**src/rtl/jch_pkg.sv**
```systemverilog
// Shared types, constants and range tables for the joint colour histogram.
// No dependencies.
`timescale 1ns / 1ps

package jch_pkg;

    localparam int CH_W       = 24;
    localparam int D_W        = 23;
    localparam int PROD_W     = 26;
    localparam int CNT_W      = 21;
    localparam int MAX_BINS   = 4;
    localparam int BIN_W      = 2;
    localparam int NB_W       = 7;
    localparam int IDX_W      = 6;
    localparam int DEPTH      = 64;
    localparam int Q_W        = 17;
    localparam int FRAC_W     = 16;
    localparam int NUM_W      = CNT_W + FRAC_W + 1;
    localparam int SP_W       = 4;
    localparam int BINS_W     = 3;

    localparam logic [7:0]       MASK_THRESHOLD = 8'd250;
    localparam logic [CNT_W-1:0] MAX_PIXELS     = 21'd1048576;
    localparam logic [SP_W-1:0]  NUM_SPACES     = 4'd14;

    localparam logic [1:0] REG_SPACE = 2'd0;
    localparam logic [1:0] REG_C1    = 2'd1;
    localparam logic [1:0] REG_C2    = 2'd2;
    localparam logic [1:0] REG_C3    = 2'd3;

    localparam logic signed [CH_W-1:0] RANGE_LO [14][3] = '{
        '{24'sd0, 24'sd0, 24'sd0},
        '{24'sd0, 24'sd0, 24'sd0},
        '{24'sd0, -24'sd823788, -24'sd823788},
        '{24'sd0, 24'sd0, 24'sd0},
        '{24'sd0, 24'sd0, 24'sd0},
        '{24'sd0, -24'sd379290, -24'sd687923},
        '{24'sd0, 24'sd0, 24'sd0},
        '{24'sd0, -24'sd353075, -24'sd441958},
        '{-24'sd738714, -24'sd852828, 24'sd0},
        '{24'sd0, -24'sd522240, -24'sd1044480},
        '{24'sd0, 24'sd0, 24'sd0},
        '{-24'sd2048, -24'sd965140, -24'sd3288064},
        '{24'sd0, -24'sd340378, -24'sd549274},
        '{24'sd0, 24'sd0, 24'sd0}
    };

    localparam logic signed [CH_W-1:0] RANGE_HI [14][3] = '{
        '{24'sd1044480, 24'sd1044480, 24'sd1044480},
        '{24'sd4096, 24'sd4096, 24'sd4096},
        '{24'sd1044480, 24'sd823788, 24'sd823788},
        '{24'sd992748, 24'sd1044480, 24'sd1137213},
        '{24'sd4096, 24'sd4096, 24'sd1044480},
        '{24'sd1024819, 24'sd379290, 24'sd687923},
        '{24'sd1474560, 24'sd4096, 24'sd1044480},
        '{24'sd410010, 24'sd402637, 24'sd387072},
        '{24'sd738714, 24'sd852828, 24'sd1809203},
        '{24'sd1044480, 24'sd522240, 24'sd1044480},
        '{24'sd6554, 24'sd6554, 24'sd6554},
        '{24'sd1042432, 24'sd965140, 24'sd3288064},
        '{24'sd410010, 24'sd717210, 24'sd439910},
        '{24'sd2867, 24'sd2867, 24'sd2867}
    };

    typedef struct packed {
        logic load_pix;
        logic range_en;
        logic bin_en;
        logic upd_en;
        logic rd_issue;
        logic div_start;
        logic div_step;
        logic next_bin;
        logic clear;
    } jch_cmd_t;

    typedef struct packed {
        logic last_pixel;
        logic div_done;
        logic last_bin;
        logic empty;
    } jch_status_t;

    function automatic logic [BINS_W-1:0] eff_bins(input logic [BINS_W-1:0] n);
        logic [BINS_W-1:0] r;
        if (n == '0)
            r = BINS_W'(1);
        else if (n > BINS_W'(MAX_BINS))
            r = BINS_W'(MAX_BINS);
        else
            r = n;
        return r;
    endfunction

endpackage

```
**src/rtl/joint_color_histogram.sv**
```systemverilog
// Joint three-channel colour histogram with normalised Q1.16 readout.
// Top level; depends on jch_pkg, jch_ctrl, jch_datapath.
// Input channel: in_valid/in_ready, one pixel per transfer (three Q12 channels,
//   mask byte, last_pixel). Pixels with mask below 250 are ignored.
// Each pixel goes through four steps: capture, range check, bin select with count read,
//   count write. in_ready is high only while the block is idle.
// On the last pixel the block reads out one result per joint bin, in bin order,
//   on out_valid/out_ready. Each bin goes through memory read, divider load and
//   the bit-serial divider, then is held until the receiver takes it.
// The divider sets the readout rate; the count memory read-modify-write sets
//   the pixel rate.
// After the transfer of the final bin all counts and totals are cleared and
//   the block is idle again. A stalled receiver holds the result steady.
// Reset clears the counters (valid bits on the count memory) at once and loads
//   the default config: colour space 0, four bins per channel.
// Config writes (cfg_we, cfg_index, cfg_data) are taken in any cycle.
`timescale 1ns / 1ps

module joint_color_histogram
    import jch_pkg::*;
(
    input  logic                   clk,
    input  logic                   rst_n,
    input  logic                   cfg_we,
    input  logic [1:0]             cfg_index,
    input  logic [SP_W-1:0]        cfg_data,
    input  logic                   in_valid,
    output logic                   in_ready,
    input  logic signed [CH_W-1:0] chan_one,
    input  logic signed [CH_W-1:0] chan_two,
    input  logic signed [CH_W-1:0] chan_three,
    input  logic [7:0]             mask_level,
    input  logic                   last_pixel,
    output logic                   out_valid,
    input  logic                   out_ready,
    output logic [IDX_W-1:0]       bin_num,
    output logic [Q_W-1:0]         share,
    output logic                   last_bin,
    output logic [CNT_W-1:0]       rejected_pixels,
    output logic                   no_pixels
);

    jch_cmd_t    cmd;
    jch_status_t st;

    jch_ctrl u_ctrl (
        .clk       (clk),
        .rst_n     (rst_n),
        .in_valid  (in_valid),
        .in_ready  (in_ready),
        .out_valid (out_valid),
        .out_ready (out_ready),
        .st        (st),
        .cmd       (cmd)
    );

    jch_datapath u_dp (
        .clk             (clk),
        .rst_n           (rst_n),
        .cmd             (cmd),
        .st              (st),
        .cfg_we          (cfg_we),
        .cfg_index       (cfg_index),
        .cfg_data        (cfg_data),
        .chan_one        (chan_one),
        .chan_two        (chan_two),
        .chan_three      (chan_three),
        .mask_level      (mask_level),
        .last_pixel      (last_pixel),
        .bin_num         (bin_num),
        .share           (share),
        .last_bin        (last_bin),
        .rejected_pixels (rejected_pixels),
        .no_pixels       (no_pixels)
    );

endmodule

```
**src/rtl/jch_div.sv**
```systemverilog
// Bit-serial restoring divider: round(count * 2^16 / total), one quotient bit a cycle.
// Depends on jch_pkg.
`timescale 1ns / 1ps

module jch_div
    import jch_pkg::*;
(
    input  logic             clk,
    input  logic             rst_n,
    input  logic             start,
    input  logic             step,
    input  logic [CNT_W-1:0] dividend,
    input  logic [CNT_W-1:0] divisor,
    output logic [Q_W-1:0]   quotient,
    output logic             done
);

    logic [CNT_W-1:0] rem_reg;
    logic [Q_W-1:0]   low_reg;
    logic [Q_W-1:0]   q_reg;
    logic [4:0]       cnt_reg;
    logic [NUM_W-1:0] num;
    logic [CNT_W:0]   trial;
    logic             fits;

    assign num   = {1'b0, dividend, {FRAC_W{1'b0}}} + NUM_W'(divisor[CNT_W-1:1]);
    assign trial = {rem_reg, low_reg[Q_W-1]};
    assign fits  = trial >= {1'b0, divisor};

    always_ff @(posedge clk or negedge rst_n)
    begin
        if (!rst_n)
        begin
            cnt_reg <= '0;
        end
        else if (start)
        begin
            cnt_reg <= '0;
        end
        else if (step)
        begin
            cnt_reg <= cnt_reg + 5'd1;
        end
    end

    always_ff @(posedge clk)
    begin
        if (start)
        begin
            rem_reg <= num[NUM_W-1:Q_W];
            low_reg <= num[Q_W-1:0];
            q_reg   <= '0;
        end
        else if (step)
        begin
            rem_reg <= fits ? CNT_W'(trial - {1'b0, divisor}) : trial[CNT_W-1:0];
            low_reg <= {low_reg[Q_W-2:0], 1'b0};
            q_reg   <= {q_reg[Q_W-2:0], fits};
        end
    end

    assign quotient = q_reg;
    assign done     = cnt_reg == 5'(Q_W - 1);

endmodule

```
**src/rtl/jch_datapath.sv**
```systemverilog
// Datapath: config registers, pixel binning stages, bin count memory, totals, readout.
// Depends on jch_pkg and jch_div.
`timescale 1ns / 1ps

module jch_datapath
    import jch_pkg::*;
(
    input  logic                   clk,
    input  logic                   rst_n,
    input  jch_cmd_t               cmd,
    output jch_status_t            st,
    input  logic                   cfg_we,
    input  logic [1:0]             cfg_index,
    input  logic [SP_W-1:0]        cfg_data,
    input  logic signed [CH_W-1:0] chan_one,
    input  logic signed [CH_W-1:0] chan_two,
    input  logic signed [CH_W-1:0] chan_three,
    input  logic [7:0]             mask_level,
    input  logic                   last_pixel,
    output logic [IDX_W-1:0]       bin_num,
    output logic [Q_W-1:0]         share,
    output logic                   last_bin,
    output logic [CNT_W-1:0]       rejected_pixels,
    output logic                   no_pixels
);

    logic [SP_W-1:0]   color_space_reg;
    logic [BINS_W-1:0] c1_bins_reg, c2_bins_reg, c3_bins_reg;

    logic signed [CH_W-1:0] ch_reg [3];
    logic                   mask_ok_reg;
    logic                   last_reg;

    logic [D_W-1:0] d_reg    [3];
    logic [D_W-1:0] span_reg [3];
    logic           in_range_reg;
    logic           take_reg;

    logic [IDX_W-1:0] idx_reg;
    logic             hit_reg;
    logic             miss_reg;

    logic [CNT_W-1:0] mem [DEPTH];
    logic [DEPTH-1:0] vld_reg;
    logic [CNT_W-1:0] rd_reg;
    logic             rd_vld_reg;
    logic [CNT_W-1:0] count;

    logic [CNT_W-1:0] counted_reg;
    logic [CNT_W-1:0] rejected_reg;
    logic [IDX_W-1:0] b_reg;

    logic [BINS_W-1:0] n [3];
    logic [NB_W-1:0]   nb;
    logic [SP_W-1:0]   sp_sel;
    logic              sp_ok;
    logic              rng_ok [3];
    logic [D_W-1:0]    d_c    [3];
    logic [D_W-1:0]    span_c [3];
    logic [BIN_W-1:0]  bin_c  [3];
    logic [IDX_W-1:0]  idx_c;
    logic [IDX_W-1:0]  rd_addr;
    logic [Q_W-1:0]    quotient;

    function automatic logic [BIN_W-1:0] chan_bin(input logic [D_W-1:0] d,
                                                   input logic [D_W-1:0] span,
                                                   input logic [BINS_W-1:0] nn);
        logic [BIN_W-1:0]  r;
        logic [PROD_W-1:0] lhs;
        r   = BIN_W'(nn - BINS_W'(1));
        lhs = PROD_W'(d) * PROD_W'(nn);
        for (int k = MAX_BINS - 1; k >= 0; k--)
        begin
            if ((BINS_W'(k) < nn) && (lhs <= PROD_W'(span) * PROD_W'(k + 1)))
                r = BIN_W'(k);
        end
        return r;
    endfunction

    function automatic logic [CNT_W-1:0] sat_inc(input logic [CNT_W-1:0] c);
        return (c >= MAX_PIXELS) ? MAX_PIXELS : c + CNT_W'(1);
    endfunction

    always_ff @(posedge clk or negedge rst_n)
    begin
        if (!rst_n)
        begin
            color_space_reg <= '0;
            c1_bins_reg     <= BINS_W'(4);
            c2_bins_reg     <= BINS_W'(4);
            c3_bins_reg     <= BINS_W'(4);
        end
        else if (cfg_we)
        begin
            unique case (cfg_index)
                REG_SPACE: color_space_reg <= cfg_data;
                REG_C1:    c1_bins_reg     <= cfg_data[BINS_W-1:0];
                REG_C2:    c2_bins_reg     <= cfg_data[BINS_W-1:0];
                REG_C3:    c3_bins_reg     <= cfg_data[BINS_W-1:0];
                default:   ;
            endcase
        end
    end

    assign n[0]   = eff_bins(c1_bins_reg);
    assign n[1]   = eff_bins(c2_bins_reg);
    assign n[2]   = eff_bins(c3_bins_reg);
    assign nb     = NB_W'(n[0]) * NB_W'(n[1]) * NB_W'(n[2]);
    assign sp_ok  = color_space_reg < NUM_SPACES;
    assign sp_sel = sp_ok ? color_space_reg : '0;

    always_comb
    begin
        for (int c = 0; c < 3; c++)
        begin
            rng_ok[c] = (ch_reg[c] >= RANGE_LO[sp_sel][c]) && (ch_reg[c] <= RANGE_HI[sp_sel][c]);
            d_c[c]    = D_W'(ch_reg[c] - RANGE_LO[sp_sel][c]);
            span_c[c] = D_W'(RANGE_HI[sp_sel][c] - RANGE_LO[sp_sel][c]);
            bin_c[c]  = chan_bin(d_reg[c], span_reg[c], n[c]);
        end
    end

    assign idx_c = IDX_W'(bin_c[0]) * IDX_W'(n[1]) * IDX_W'(n[2])
                 + IDX_W'(bin_c[1]) * IDX_W'(n[2]) + IDX_W'(bin_c[2]);

    always_ff @(posedge clk)
    begin
        if (cmd.load_pix)
        begin
            ch_reg[0]   <= chan_one;
            ch_reg[1]   <= chan_two;
            ch_reg[2]   <= chan_three;
            mask_ok_reg <= mask_level >= MASK_THRESHOLD;
            last_reg    <= last_pixel;
        end
        if (cmd.range_en)
        begin
            for (int c = 0; c < 3; c++)
            begin
                d_reg[c]    <= d_c[c];
                span_reg[c] <= span_c[c];
            end
            in_range_reg <= sp_ok && rng_ok[0] && rng_ok[1] && rng_ok[2];
            take_reg     <= mask_ok_reg;
        end
        if (cmd.bin_en)
        begin
            idx_reg  <= idx_c;
            hit_reg  <= take_reg && in_range_reg;
            miss_reg <= take_reg && !in_range_reg;
        end
    end

    // count memory; an entry without its valid bit reads as zero
    assign rd_addr = cmd.bin_en ? idx_c : b_reg;
    assign count   = rd_vld_reg ? rd_reg : '0;

    always_ff @(posedge clk)
    begin
        if (cmd.upd_en && hit_reg)
            mem[idx_reg] <= sat_inc(count);
        if (cmd.bin_en || cmd.rd_issue)
            rd_reg <= mem[rd_addr];
    end

    always_ff @(posedge clk or negedge rst_n)
    begin
        if (!rst_n)
        begin
            vld_reg      <= '0;
            rd_vld_reg   <= 1'b0;
            counted_reg  <= '0;
            rejected_reg <= '0;
            b_reg        <= '0;
        end
        else
        begin
            if (cmd.bin_en || cmd.rd_issue)
                rd_vld_reg <= vld_reg[rd_addr];
            if (cmd.clear)
            begin
                vld_reg      <= '0;
                counted_reg  <= '0;
                rejected_reg <= '0;
                b_reg        <= '0;
            end
            else
            begin
                if (cmd.upd_en && hit_reg)
                begin
                    vld_reg[idx_reg] <= 1'b1;
                    counted_reg      <= sat_inc(counted_reg);
                end
                if (cmd.upd_en && miss_reg)
                    rejected_reg <= sat_inc(rejected_reg);
                if (cmd.next_bin)
                    b_reg <= b_reg + IDX_W'(1);
            end
        end
    end

    jch_div u_div (
        .clk      (clk),
        .rst_n    (rst_n),
        .start    (cmd.div_start),
        .step     (cmd.div_step),
        .dividend (count),
        .divisor  (counted_reg),
        .quotient (quotient),
        .done     (st.div_done)
    );

    assign st.last_pixel = last_reg;
    assign st.last_bin   = NB_W'(b_reg) == nb - NB_W'(1);
    assign st.empty      = counted_reg == '0;

    assign bin_num         = b_reg;
    assign share           = st.empty ? '0 : quotient;
    assign last_bin        = st.last_bin;
    assign rejected_pixels = rejected_reg;
    assign no_pixels       = st.empty;

endmodule

```
**src/rtl/jch_ctrl.sv**
```systemverilog
// Controller FSM: sequences pixel update and the per-bin readout.
// Depends on jch_pkg.
`timescale 1ns / 1ps

module jch_ctrl
    import jch_pkg::*;
(
    input  logic        clk,
    input  logic        rst_n,
    input  logic        in_valid,
    output logic        in_ready,
    output logic        out_valid,
    input  logic        out_ready,
    input  jch_status_t st,
    output jch_cmd_t    cmd
);

    localparam logic [2:0] ST_IDLE  = 3'd0;
    localparam logic [2:0] ST_RANGE = 3'd1;
    localparam logic [2:0] ST_BIN   = 3'd2;
    localparam logic [2:0] ST_UPD   = 3'd3;
    localparam logic [2:0] ST_RD    = 3'd4;
    localparam logic [2:0] ST_LOAD  = 3'd5;
    localparam logic [2:0] ST_DIV   = 3'd6;
    localparam logic [2:0] ST_OUT   = 3'd7;

    logic [2:0] state_reg, state_next;

    assign in_ready  = state_reg == ST_IDLE;
    assign out_valid = state_reg == ST_OUT;

    always_comb
    begin
        state_next = state_reg;
        cmd        = '0;
        unique case (state_reg)
            ST_IDLE:
            begin
                if (in_valid)
                begin
                    cmd.load_pix = 1'b1;
                    state_next   = ST_RANGE;
                end
            end
            ST_RANGE:
            begin
                cmd.range_en = 1'b1;
                state_next   = ST_BIN;
            end
            ST_BIN:
            begin
                cmd.bin_en = 1'b1;
                state_next = ST_UPD;
            end
            ST_UPD:
            begin
                cmd.upd_en = 1'b1;
                state_next = st.last_pixel ? ST_RD : ST_IDLE;
            end
            ST_RD:
            begin
                cmd.rd_issue = 1'b1;
                state_next   = ST_LOAD;
            end
            ST_LOAD:
            begin
                cmd.div_start = 1'b1;
                state_next    = ST_DIV;
            end
            ST_DIV:
            begin
                cmd.div_step = 1'b1;
                if (st.div_done)
                    state_next = ST_OUT;
            end
            ST_OUT:
            begin
                if (out_ready)
                begin
                    if (st.last_bin)
                    begin
                        cmd.clear  = 1'b1;
                        state_next = ST_IDLE;
                    end
                    else
                    begin
                        cmd.next_bin = 1'b1;
                        state_next   = ST_RD;
                    end
                end
            end
            default: state_next = ST_IDLE;
        endcase
    end

    always_ff @(posedge clk or negedge rst_n)
    begin
        if (!rst_n)
            state_reg <= ST_IDLE;
        else
            state_reg <= state_next;
    end

    a_no_overlap: assert property (@(posedge clk) disable iff (!rst_n)
        !(in_ready && out_valid))
        else $error("input and output open together");

    a_clear_idle: assert property (@(posedge clk) disable iff (!rst_n)
        cmd.clear |=> in_ready)
        else $error("clear not followed by idle");

    a_div_out: assert property (@(posedge clk) disable iff (!rst_n)
        (state_reg == ST_DIV && st.div_done) |=> out_valid)
        else $error("division done without output");

    a_step_one: assert property (@(posedge clk) disable iff (!rst_n)
        $countones({cmd.bin_en, cmd.rd_issue, cmd.upd_en}) <= 1)
        else $error("memory port commands collide");

endmodule

```
**config.mk**
```make
export PLATFORM = sky130hd
export DESIGN_NAME = joint_color_histogram
export DESIGN_NICKNAME = d
export VERILOG_FILES = /design/src/rtl/jch_pkg.sv /design/src/rtl/joint_color_histogram.sv /design/src/rtl/jch_div.sv /design/src/rtl/jch_datapath.sv /design/src/rtl/jch_ctrl.sv
export SDC_FILE = /design/constraint.sdc
export NUM_CORES = 2
export LEC_CHECK = 0
export BUFFER_PORTS_ARGS = -buffer_cell sky130_fd_sc_hd__clkbuf_2
export CAP_MARGIN = 20
export CORE_ASPECT_RATIO = 1.1
export CORE_MARGIN = 3
export CORE_UTILIZATION = 60
export DETAILED_ROUTE_END_ITERATION = 16
export PLACE_DENSITY_LB_ADDON = 0.15
export SLEW_MARGIN = 5
export SYNTH_ARGS = -nofsm -noshare
export SYNTH_HDL_FRONTEND = slang
export SYNTH_SLANG_ARGS = --single-unit
export TNS_END_PERCENT = 1
```
**constraint.sdc**
```tcl
create_clock -name clk -period 12.75 [get_ports clk]
set_clock_uncertainty 0.1 [all_clocks]
set_input_delay 0 -clock clk [delete_from_list [all_inputs] [get_ports clk]]
set_output_delay 0 -clock clk [all_outputs]
set_load 0.03 [all_outputs]
```
# Word level (Yosys, flattened, before mapping)
# Memory sizes are Yosys's and may differ from the RTL's. A register that Yosys moved wholly into a read port is not among the register bits.
# Index checks and enable logic that the tools add are counted.
[totals]
ff_bits = 201
ram_bits = 1554
mem_bits_ro = 2304
memories = 6
[memory_table]
columns = ["memory", "words", "word_bits", "read_ports", "rd_clocked_by_memory_dff", "write_ports", "line", "source"]
rows = [
  ["u_dp.mem", 64, 21, 1, 1, 1, "jch_datapath.sv:43", "logic [CNT_W-1:0] mem [DEPTH];"],
  ["(no name shown)", 16, 72, 1, 0, 0, "jch_datapath.sv:116", "rng_ok[c] = (ch_reg[c] >= RANGE_LO[sp_sel][c]) && (ch_reg[c] <= RANGE_HI[sp_sel][c]);"],
  ["(no name shown)", 16, 72, 1, 0, 0, "jch_datapath.sv:116", ""],
  ["u_dp.ch_reg", 3, 24, 3, 0, 3, "jch_datapath.sv:30", "logic signed [CH_W-1:0] ch_reg [3];"],
  ["u_dp.d_reg", 3, 23, 3, 0, 3, "jch_datapath.sv:34", "logic [D_W-1:0] d_reg [3];"],
  ["u_dp.span_reg", 3, 23, 3, 0, 3, "jch_datapath.sv:35", "logic [D_W-1:0] span_reg [3];"],
]
[classes]
addsub = 19
mul = 11
order_cmp = 43
eq_ne = 15
muxes = 72
n_bitwise = 2
n_reduce_logical = 40
[op_table]
columns = ["cell", "count"]
rows = [
  ["72-bit two-way mux", 4],
  ["21-bit two-way mux", 11],
  ["26-bit by 25-bit <= comparator with 1-bit output", 6],
  ["23-bit subtractor", 6],
  ["64-bit two-way mux", 2],
  ["26-bit by 23-bit <= comparator with 1-bit output", 3],
  ["26-bit by 24-bit <= comparator with 1-bit output", 3],
  ["23-bit by 3-bit multiplier with 26-bit output", 3],
  ["23-bit by 2-bit multiplier with 25-bit output (second input constant)", 3],
  ["24-bit greater-or-equal comparator", 3],
  ["24-bit <= comparator", 3],
  ["64-bit OR", 1],
  ["21-bit by 1-bit adder with 21-bit output (second input constant)", 3],
  ["21-bit greater-or-equal comparator (second input constant)", 3],
  ["17-bit two-way mux", 3],
  ["37-bit by 20-bit adder with 38-bit output", 1],
  ["3-bit two-way mux", 11],
  ["2-bit two-way mux", 14],
  ["3-bit one-hot mux with 8 select lines", 1],
  ["1-bit logical AND", 23],
  ["22-bit by 21-bit greater-or-equal comparator with 1-bit output", 1],
  ["21-bit zero test", 1],
  ["21-bit subtractor", 1],
  ["1-bit by 3-bit less-than comparator with 1-bit output (first input constant)", 6],
  ["other kinds (40)", 86],
]

# Logic depth before layout (Yosys ltp)
[logic_depth]
depth_word = 17
mapped_depth = 47
ltp_nobuf = 46

# Cells and area by module
# A second synthesis with hierarchy kept.
[hier_totals]
hier_cells = 7049
hier_area_um2 = 94807.2
[modules_own_cells]
columns = ["mod", "instances", "cells_per_inst", "area_per_inst_um2", "seq_area_each_um2"]
rows = [
  ["jch_datapath", 1, 6582, 90300.4, 50812.5],
  ["jch_div", 1, 438, 4270.3, 1606.5],
  ["jch_ctrl", 1, 29, 236.5, 75.1],
]

# Worst setup path before layout
# Ideal clock, no wire load.
[synth_path]
kind = "reg-to-reg"
from = "reg u_dp.c1_bins_reg[0]"
to = "reg u_dp.rd_reg[0] (read register of u_dp.mem) (data pin)"
t_arrival_ps = 9381
t_required_ps = 12371
slack_ps = 2991
stages_incl_launch_ff = 45
path_cell_list = "dfrtp_1 inv_1 a21oi_1 clkbuf_1 and2_1 fa_1 ha_1 fa_1 a211oi_2 o31ai_4 a21boi_2 a21oi_2 a21o_2 a21o_1 a21oi_1 xnor2_1 ha_1 nand4_1 (+9 left out) ha_1 inv_1 fa_1 nand2b_1 fa_1 inv_1 fa_1 ha_1 xnor2_1 mux2_2 clkbuf_1 clkbuf_1 clkbuf_1 a311oi_1 a31oi_1 a21oi_1 mux2i_1 mux2i_1"
[synth_via]
elab_chain_len = 15
[synth_lines]
columns = ["element", "line", "source"]
rows = [
  ["start, declared", "jch_datapath.sv:28", "logic [BINS_W-1:0] c1_bins_reg, c2_bins_reg, c3_bins_reg;"],
  ["start signal, assigned", "jch_datapath.sv:97", "REG_C1: c1_bins_reg <= cfg_data[BINS_W-1:0];"],
  ["3-bit greater-than comparator", "jch_pkg.sv:88", "else if (n > BINS_W'(MAX_BINS))"],
  ["3-bit two-way mux", "jch_pkg.sv:88", ""],
  ["3-bit two-way mux *", "jch_pkg.sv:86", "if (n == '0)"],
  ["23-bit by 3-bit multiplier with 26-bit output", "jch_datapath.sv:71", "lhs = PROD_W'(d) * PROD_W'(nn);"],
  ["26-bit by 25-bit <= comparator with 1-bit output", "jch_datapath.sv:74", "if ((BINS_W'(k) < nn) && (lhs <= PROD_W'(span) * PROD_W'(k + 1)))"],
  ["1-bit logical AND", "jch_datapath.sv:74", ""],
  ["2-bit two-way mux (3 in a row)", "jch_datapath.sv:74", ""],
  ["2-bit two-way mux *", "jch_datapath.sv:74", ""],
  ["2-bit by 3-bit multiplier with 5-bit output *", "jch_datapath.sv:123", "assign idx_c = IDX_W'(bin_c[0]) * IDX_W'(n[1]) * IDX_W'(n[2])"],
  ["5-bit by 3-bit multiplier with 6-bit output *", "jch_datapath.sv:123", ""],
  ["6-bit by 5-bit adder with 6-bit output *", "jch_datapath.sv:124", "+ IDX_W'(bin_c[1]) * IDX_W'(n[2]) + IDX_W'(bin_c[2]);"],
  ["6-bit by 2-bit adder with 6-bit output *", "jch_datapath.sv:124", ""],
  ["via u_dp.idx_c[4]", "jch_datapath.sv:61", "logic [IDX_W-1:0] idx_c;"],
  ["6-bit two-way mux *", "jch_datapath.sv:155", "assign rd_addr = cmd.bin_en ? idx_c : b_reg;"],
  ["end, declared", "jch_datapath.sv:45", "logic [CNT_W-1:0] rd_reg;"],
]
# Mark *: on every way through the listed nets, which the timed path passes. The rest lies on a longest branch.
# A chain may end at the register's enable or synchronous reset.

# Final worst setup path
[layout_path]
from = "reg u_dp.c1_bins_reg[1]"
to = "reg u_dp.rd_reg[5] (read register of u_dp.mem) (data pin)"
# The elaborated chain is that of the path after synthesis.

==> metrics.md <==
| Metric | Value |
|---|---|
| Tot GR Track Use | 0.322 |
| Hold endpoint | u_dp.bin_num[1] |
| Grt total ovfl | 0 |
| Postcts setup bufs | 0 |
| Wire per inst | 23.3 µm |
| Layout cell share with drive strength beyond 1 | 0.0902 |
| Setup CP Type | flop to flop |
| Multi-input gate area | 0.0396 mm² |
| Core area | ~0.16 mm² |
| Clock power share | 0.168 |
| Critical Path Most Common Cell | fa_1 |
| Seq pwr share | 0.270 |
| CTS tree | yes |
| Top layer in use | met4 |
| Synth area leader | edfxtp_1 |
| Pre-CTS WS | 987 ps |
| Max Clk Rate | 0.0837 GHz |
| First-pass DRT Iterations | 6 |
| Max-slew violations | 0 |
| Vias in the first global route | ~69000 |
| Worst hold path depth | 5 |
| Worst EP arrival | 12520 ps |
| Via Count | 70621 |
| PostCTS Resize Cnt | 0 |
| Synthesized area per cell | 10.8 µm² |
| Req. time, crit path | 13320 ps |
| PortBufs | 138 |
| Die Span X | 385 µm |
| Initial antenna violation count | 1 |
| Setup_tns | 0 ps |
| Area Growth Syn to Fin | 12.6% |
| DR iter-0 viols | 6701 |
| Final hold viol count | 0 |
| Final worst-path cycle share | 0.937 |
| Internal | 16.6 mW |
| Hold buffer count at cts | roughly 180 |
| Mapped Cells | 8812 |
| Hold path startpoint | out_ready |
| Worst Reg-to-Reg Cells | 42 |
| Synth Register Bits | roughly 1800 |
| Critical Path Max Stage Delay | 810 ps |
| Max FFs per register | between 1000 and 1500 |
| Ys Warns | 0 |
| Min-Delay Path Class | primary input to flop |
| # DRC | 0 |
| Status | complete, no violations |
| RD Place Congestion | about 0.94 |
| Sequential area share after synthesis | 0.554 |
| Fillers | 11386 |
| Placed cell area | 0.0993 mm² |
| Final worst-path setup slack | 801 ps |
| Worst-margin pin slew | between 1000 and 1500 ps |
| Vias/cell | between 6 and 7 |
| Switch share | 0.450 |
| Combinational power share | 0.562 |
| Register-to-register path setup slack | 800 ps |
| Synthesized net count | roughly 9600 |
| First-pass GRT wire length | 402000 µm |
| Ys flop type | edfxtp_1 |
| Die H | 423 µm |
| Clock root buffer | clkbuf_16 |
| Synth top area cells | edfxtp_1 51%, ha_1 7.9%, nand2_1 7.3% |
| Final instance area | 0.107 mm² |
| Reg area | 0.0525 mm² |
| Area fraction of the dominant cell type after synthesis | 0.515 |
| Crit-path slowest cell | a21oi_1 |
| Switch Pwr | 13.6 mW |
| Io pins | 140 |
| PwrDens | 282 mW/mm² |
| Min cycle time layout | 11950 ps |
| H-Tree Depth | 4 |
| Starting Density | 0.606 |
| Post-Synthesis Cell Area | 0.0948 mm² |
| Largest net degree at the start of global routing | 118 |
| Nets | 9946 |
| DIE AREA | between 0.15 and 0.2 mm² |
| Endpoints failing setup | 0 |
| Clock Path Buffers | 3 |
| Worst Setup End Kind | flop |
| CTS Buf Count | 178 |
| CP startpoint kind | flop |
| Clk slew on worst S/H paths | ~60 ps |
| Number of routed nets with antenna violations | 0 |
| CP Max Fanout | 53 |
| Met3 routed WL | 18800 µm |
| Cell variety after synth | 103 |
| Post-DP HPWL | roughly 170000 µm |
| Lkg Pwr | 42.5 nW |
| Worst rel slew slack | 0.193 |
| Skew-Pair Late Insertion Delay | 830 ps |
| Critical R2R Capture | u_dp.rd_reg[5] |
| Post-synth EDFFs | 1625 |
| Max-Cap Viols | 0 |
| Worst reg2reg startpoint | u_dp.c1_bins_reg[1] |
| Clock Sink Count | around 1800 |
| Peak supply drop | about 0.00021 V |
| Unrepaired setup endpoints after global routing | false |
| Met2 routed WL | ~130000 µm |
| Asr flop ratio synth | 0.0755 |
| Rows | 152 |
| WL met1 | 102000 µm |
| Drt total wl | 266000 µm |
==> worst max path at each step <==
stage                        startpoint  slack (ps)             end  cells after the start
floorplan           u_dp.c1_bins_reg[0]        2990  u_dp.rd_reg[0]                     44
global placement    u_dp.c1_bins_reg[1]        1280  u_dp.rd_reg[5]                     42
detailed placement  u_dp.c1_bins_reg[1]         990  u_dp.rd_reg[5]                     42
CTS                 u_dp.c1_bins_reg[1]         870  u_dp.rd_reg[5]                     42
global route        u_dp.c1_bins_reg[1]         250  u_dp.rd_reg[5]                     42
finish              u_dp.c1_bins_reg[1]         800  u_dp.rd_reg[5]                     42
==> cells in the final DEF, fill, tap and decap left out, types with 77 or more instances in the layout <==
master and count:
nand3_1 448, buf_4 232, nor2b_1 88, xnor2_1 162
a21oi_1 431, nor3_1 86, clkbuf_2 137, and3_1 228
edfxtp_1 1625, a31oi_1 113, dfrtp_1 131, nand2_1 1852
dlygate4sd3_1 174, and2_1 111, a311oi_1 267, xor2_1 103
fa_1 93, nand4_1 77, nor2_1 477, a21o_1 123
ha_1 599, clkbuf_16 181, o21ai_0 224, inv_1 399
==> area by class of cell <==
cell class	instances	area share
Antenna cell	1	0.0000234
Clock buffer	243	0.0453
Clock inverter	86	0.00743
Inverter	401	0.0141
Multi-Input combinational cell	6227	0.371
Sequential cell	1776	0.492
Tap cell	2079	0.0244
Timing Repair Buffer	578	0.0457
==> metal layers <==
layer  vias to the layer above  GRT usage
li1                      32564          -
met1                     34391      0.406
met2                      2993      0.539
met3                       673     0.0400
met4                         0      0.182
met5                         -          0
==> cell families (layout without fill, tap and decap cells) <==
kind of cell | Yosys count | after routing | synth area share
AND/OR/NAND/NOR | 3649 | 3649 | 0.171
flip-flops | 1776 | 1776 | 0.554
multiplexers | 100 | 100 | 0.0112
XOR/XNOR | 265 | 265 | 0.0245
buffers and inverters | 809 | 1308 | 0.0328
other | 1 | 2 | 0.0000396
AO/OA/AOI/OAI | 1520 | 1520 | 0.108
adder cells (fa/ha/maj) | 692 | 692 | 0.0987
==> power groups by stage <==
stage | clock [mW] | sequential (mW) | combinational, mW
floorplan | 0 | 8.09 | 11.0
global placement | 0 | 8.21 | 16.3
detailed placement | 0 | 8.22 | 16.7
CTS | 5.14 | 8.11 | 16.9
global route | 5.37 | 8.16 | 18.6
finish | 5.08 | 8.12 | 16.9
==> cell usage after synthesis, drive strengths merged, types with 11 or more instances <==
master      n
dfrtp     131
o21a       71
a2111oi    16
a211oi     42
and3      228
a22o       20
or2        25
o31ai      12
nor4       23
a21boi     27
o21bai     30
nand3     448
dfxtp      17
ha        599
nand2    1853
nor2      557
nor3       87
o21ai     233
o211ai     16
mux2i      71
xnor2     162
and2      115
inv       399
nand4      77
a21o      125
nand3b     15
xor2      103
fa         93
a21oi     438
a311oi    267
edfxtp   1625
mux2       29
o22ai      11
a31oi     114
clkbuf    368
o41ai      11
buf        40
nand2b     60
or3        32
nor2b      92
==> critical path: cells and delay by family (launching register included) <==
family | cells | cell delay, ps
AO/OA/AOI/OAI | 12 | 2970
XOR/XNOR | 3 | 630
adder cells (fa/ha/maj) | 9 | 3400
buffers and inverters | 4 | 730
flip-flops | 1 | 410
multiplexers | 4 | 1390
AND/OR/NAND/NOR | 10 | 2040
==> metrics by stage <==
stage / power (mW) / hold slack [ps] / instances / utilization
after floorplan: 19.1 / -396 / 8812 / -
after global placement: 24.5 / -41.4 / 10883 / 0.634
after detailed placement: 24.9 / -26.0 / 10883 / 0.634
after CTS: 30.1 / 47.1 / 11387 / 0.682
after global routing: 32.2 / 98.4 / 11390 / 0.682
final: 30.1 / 101 / 11391 / 0.682
(Power assumes the default switching activity.)
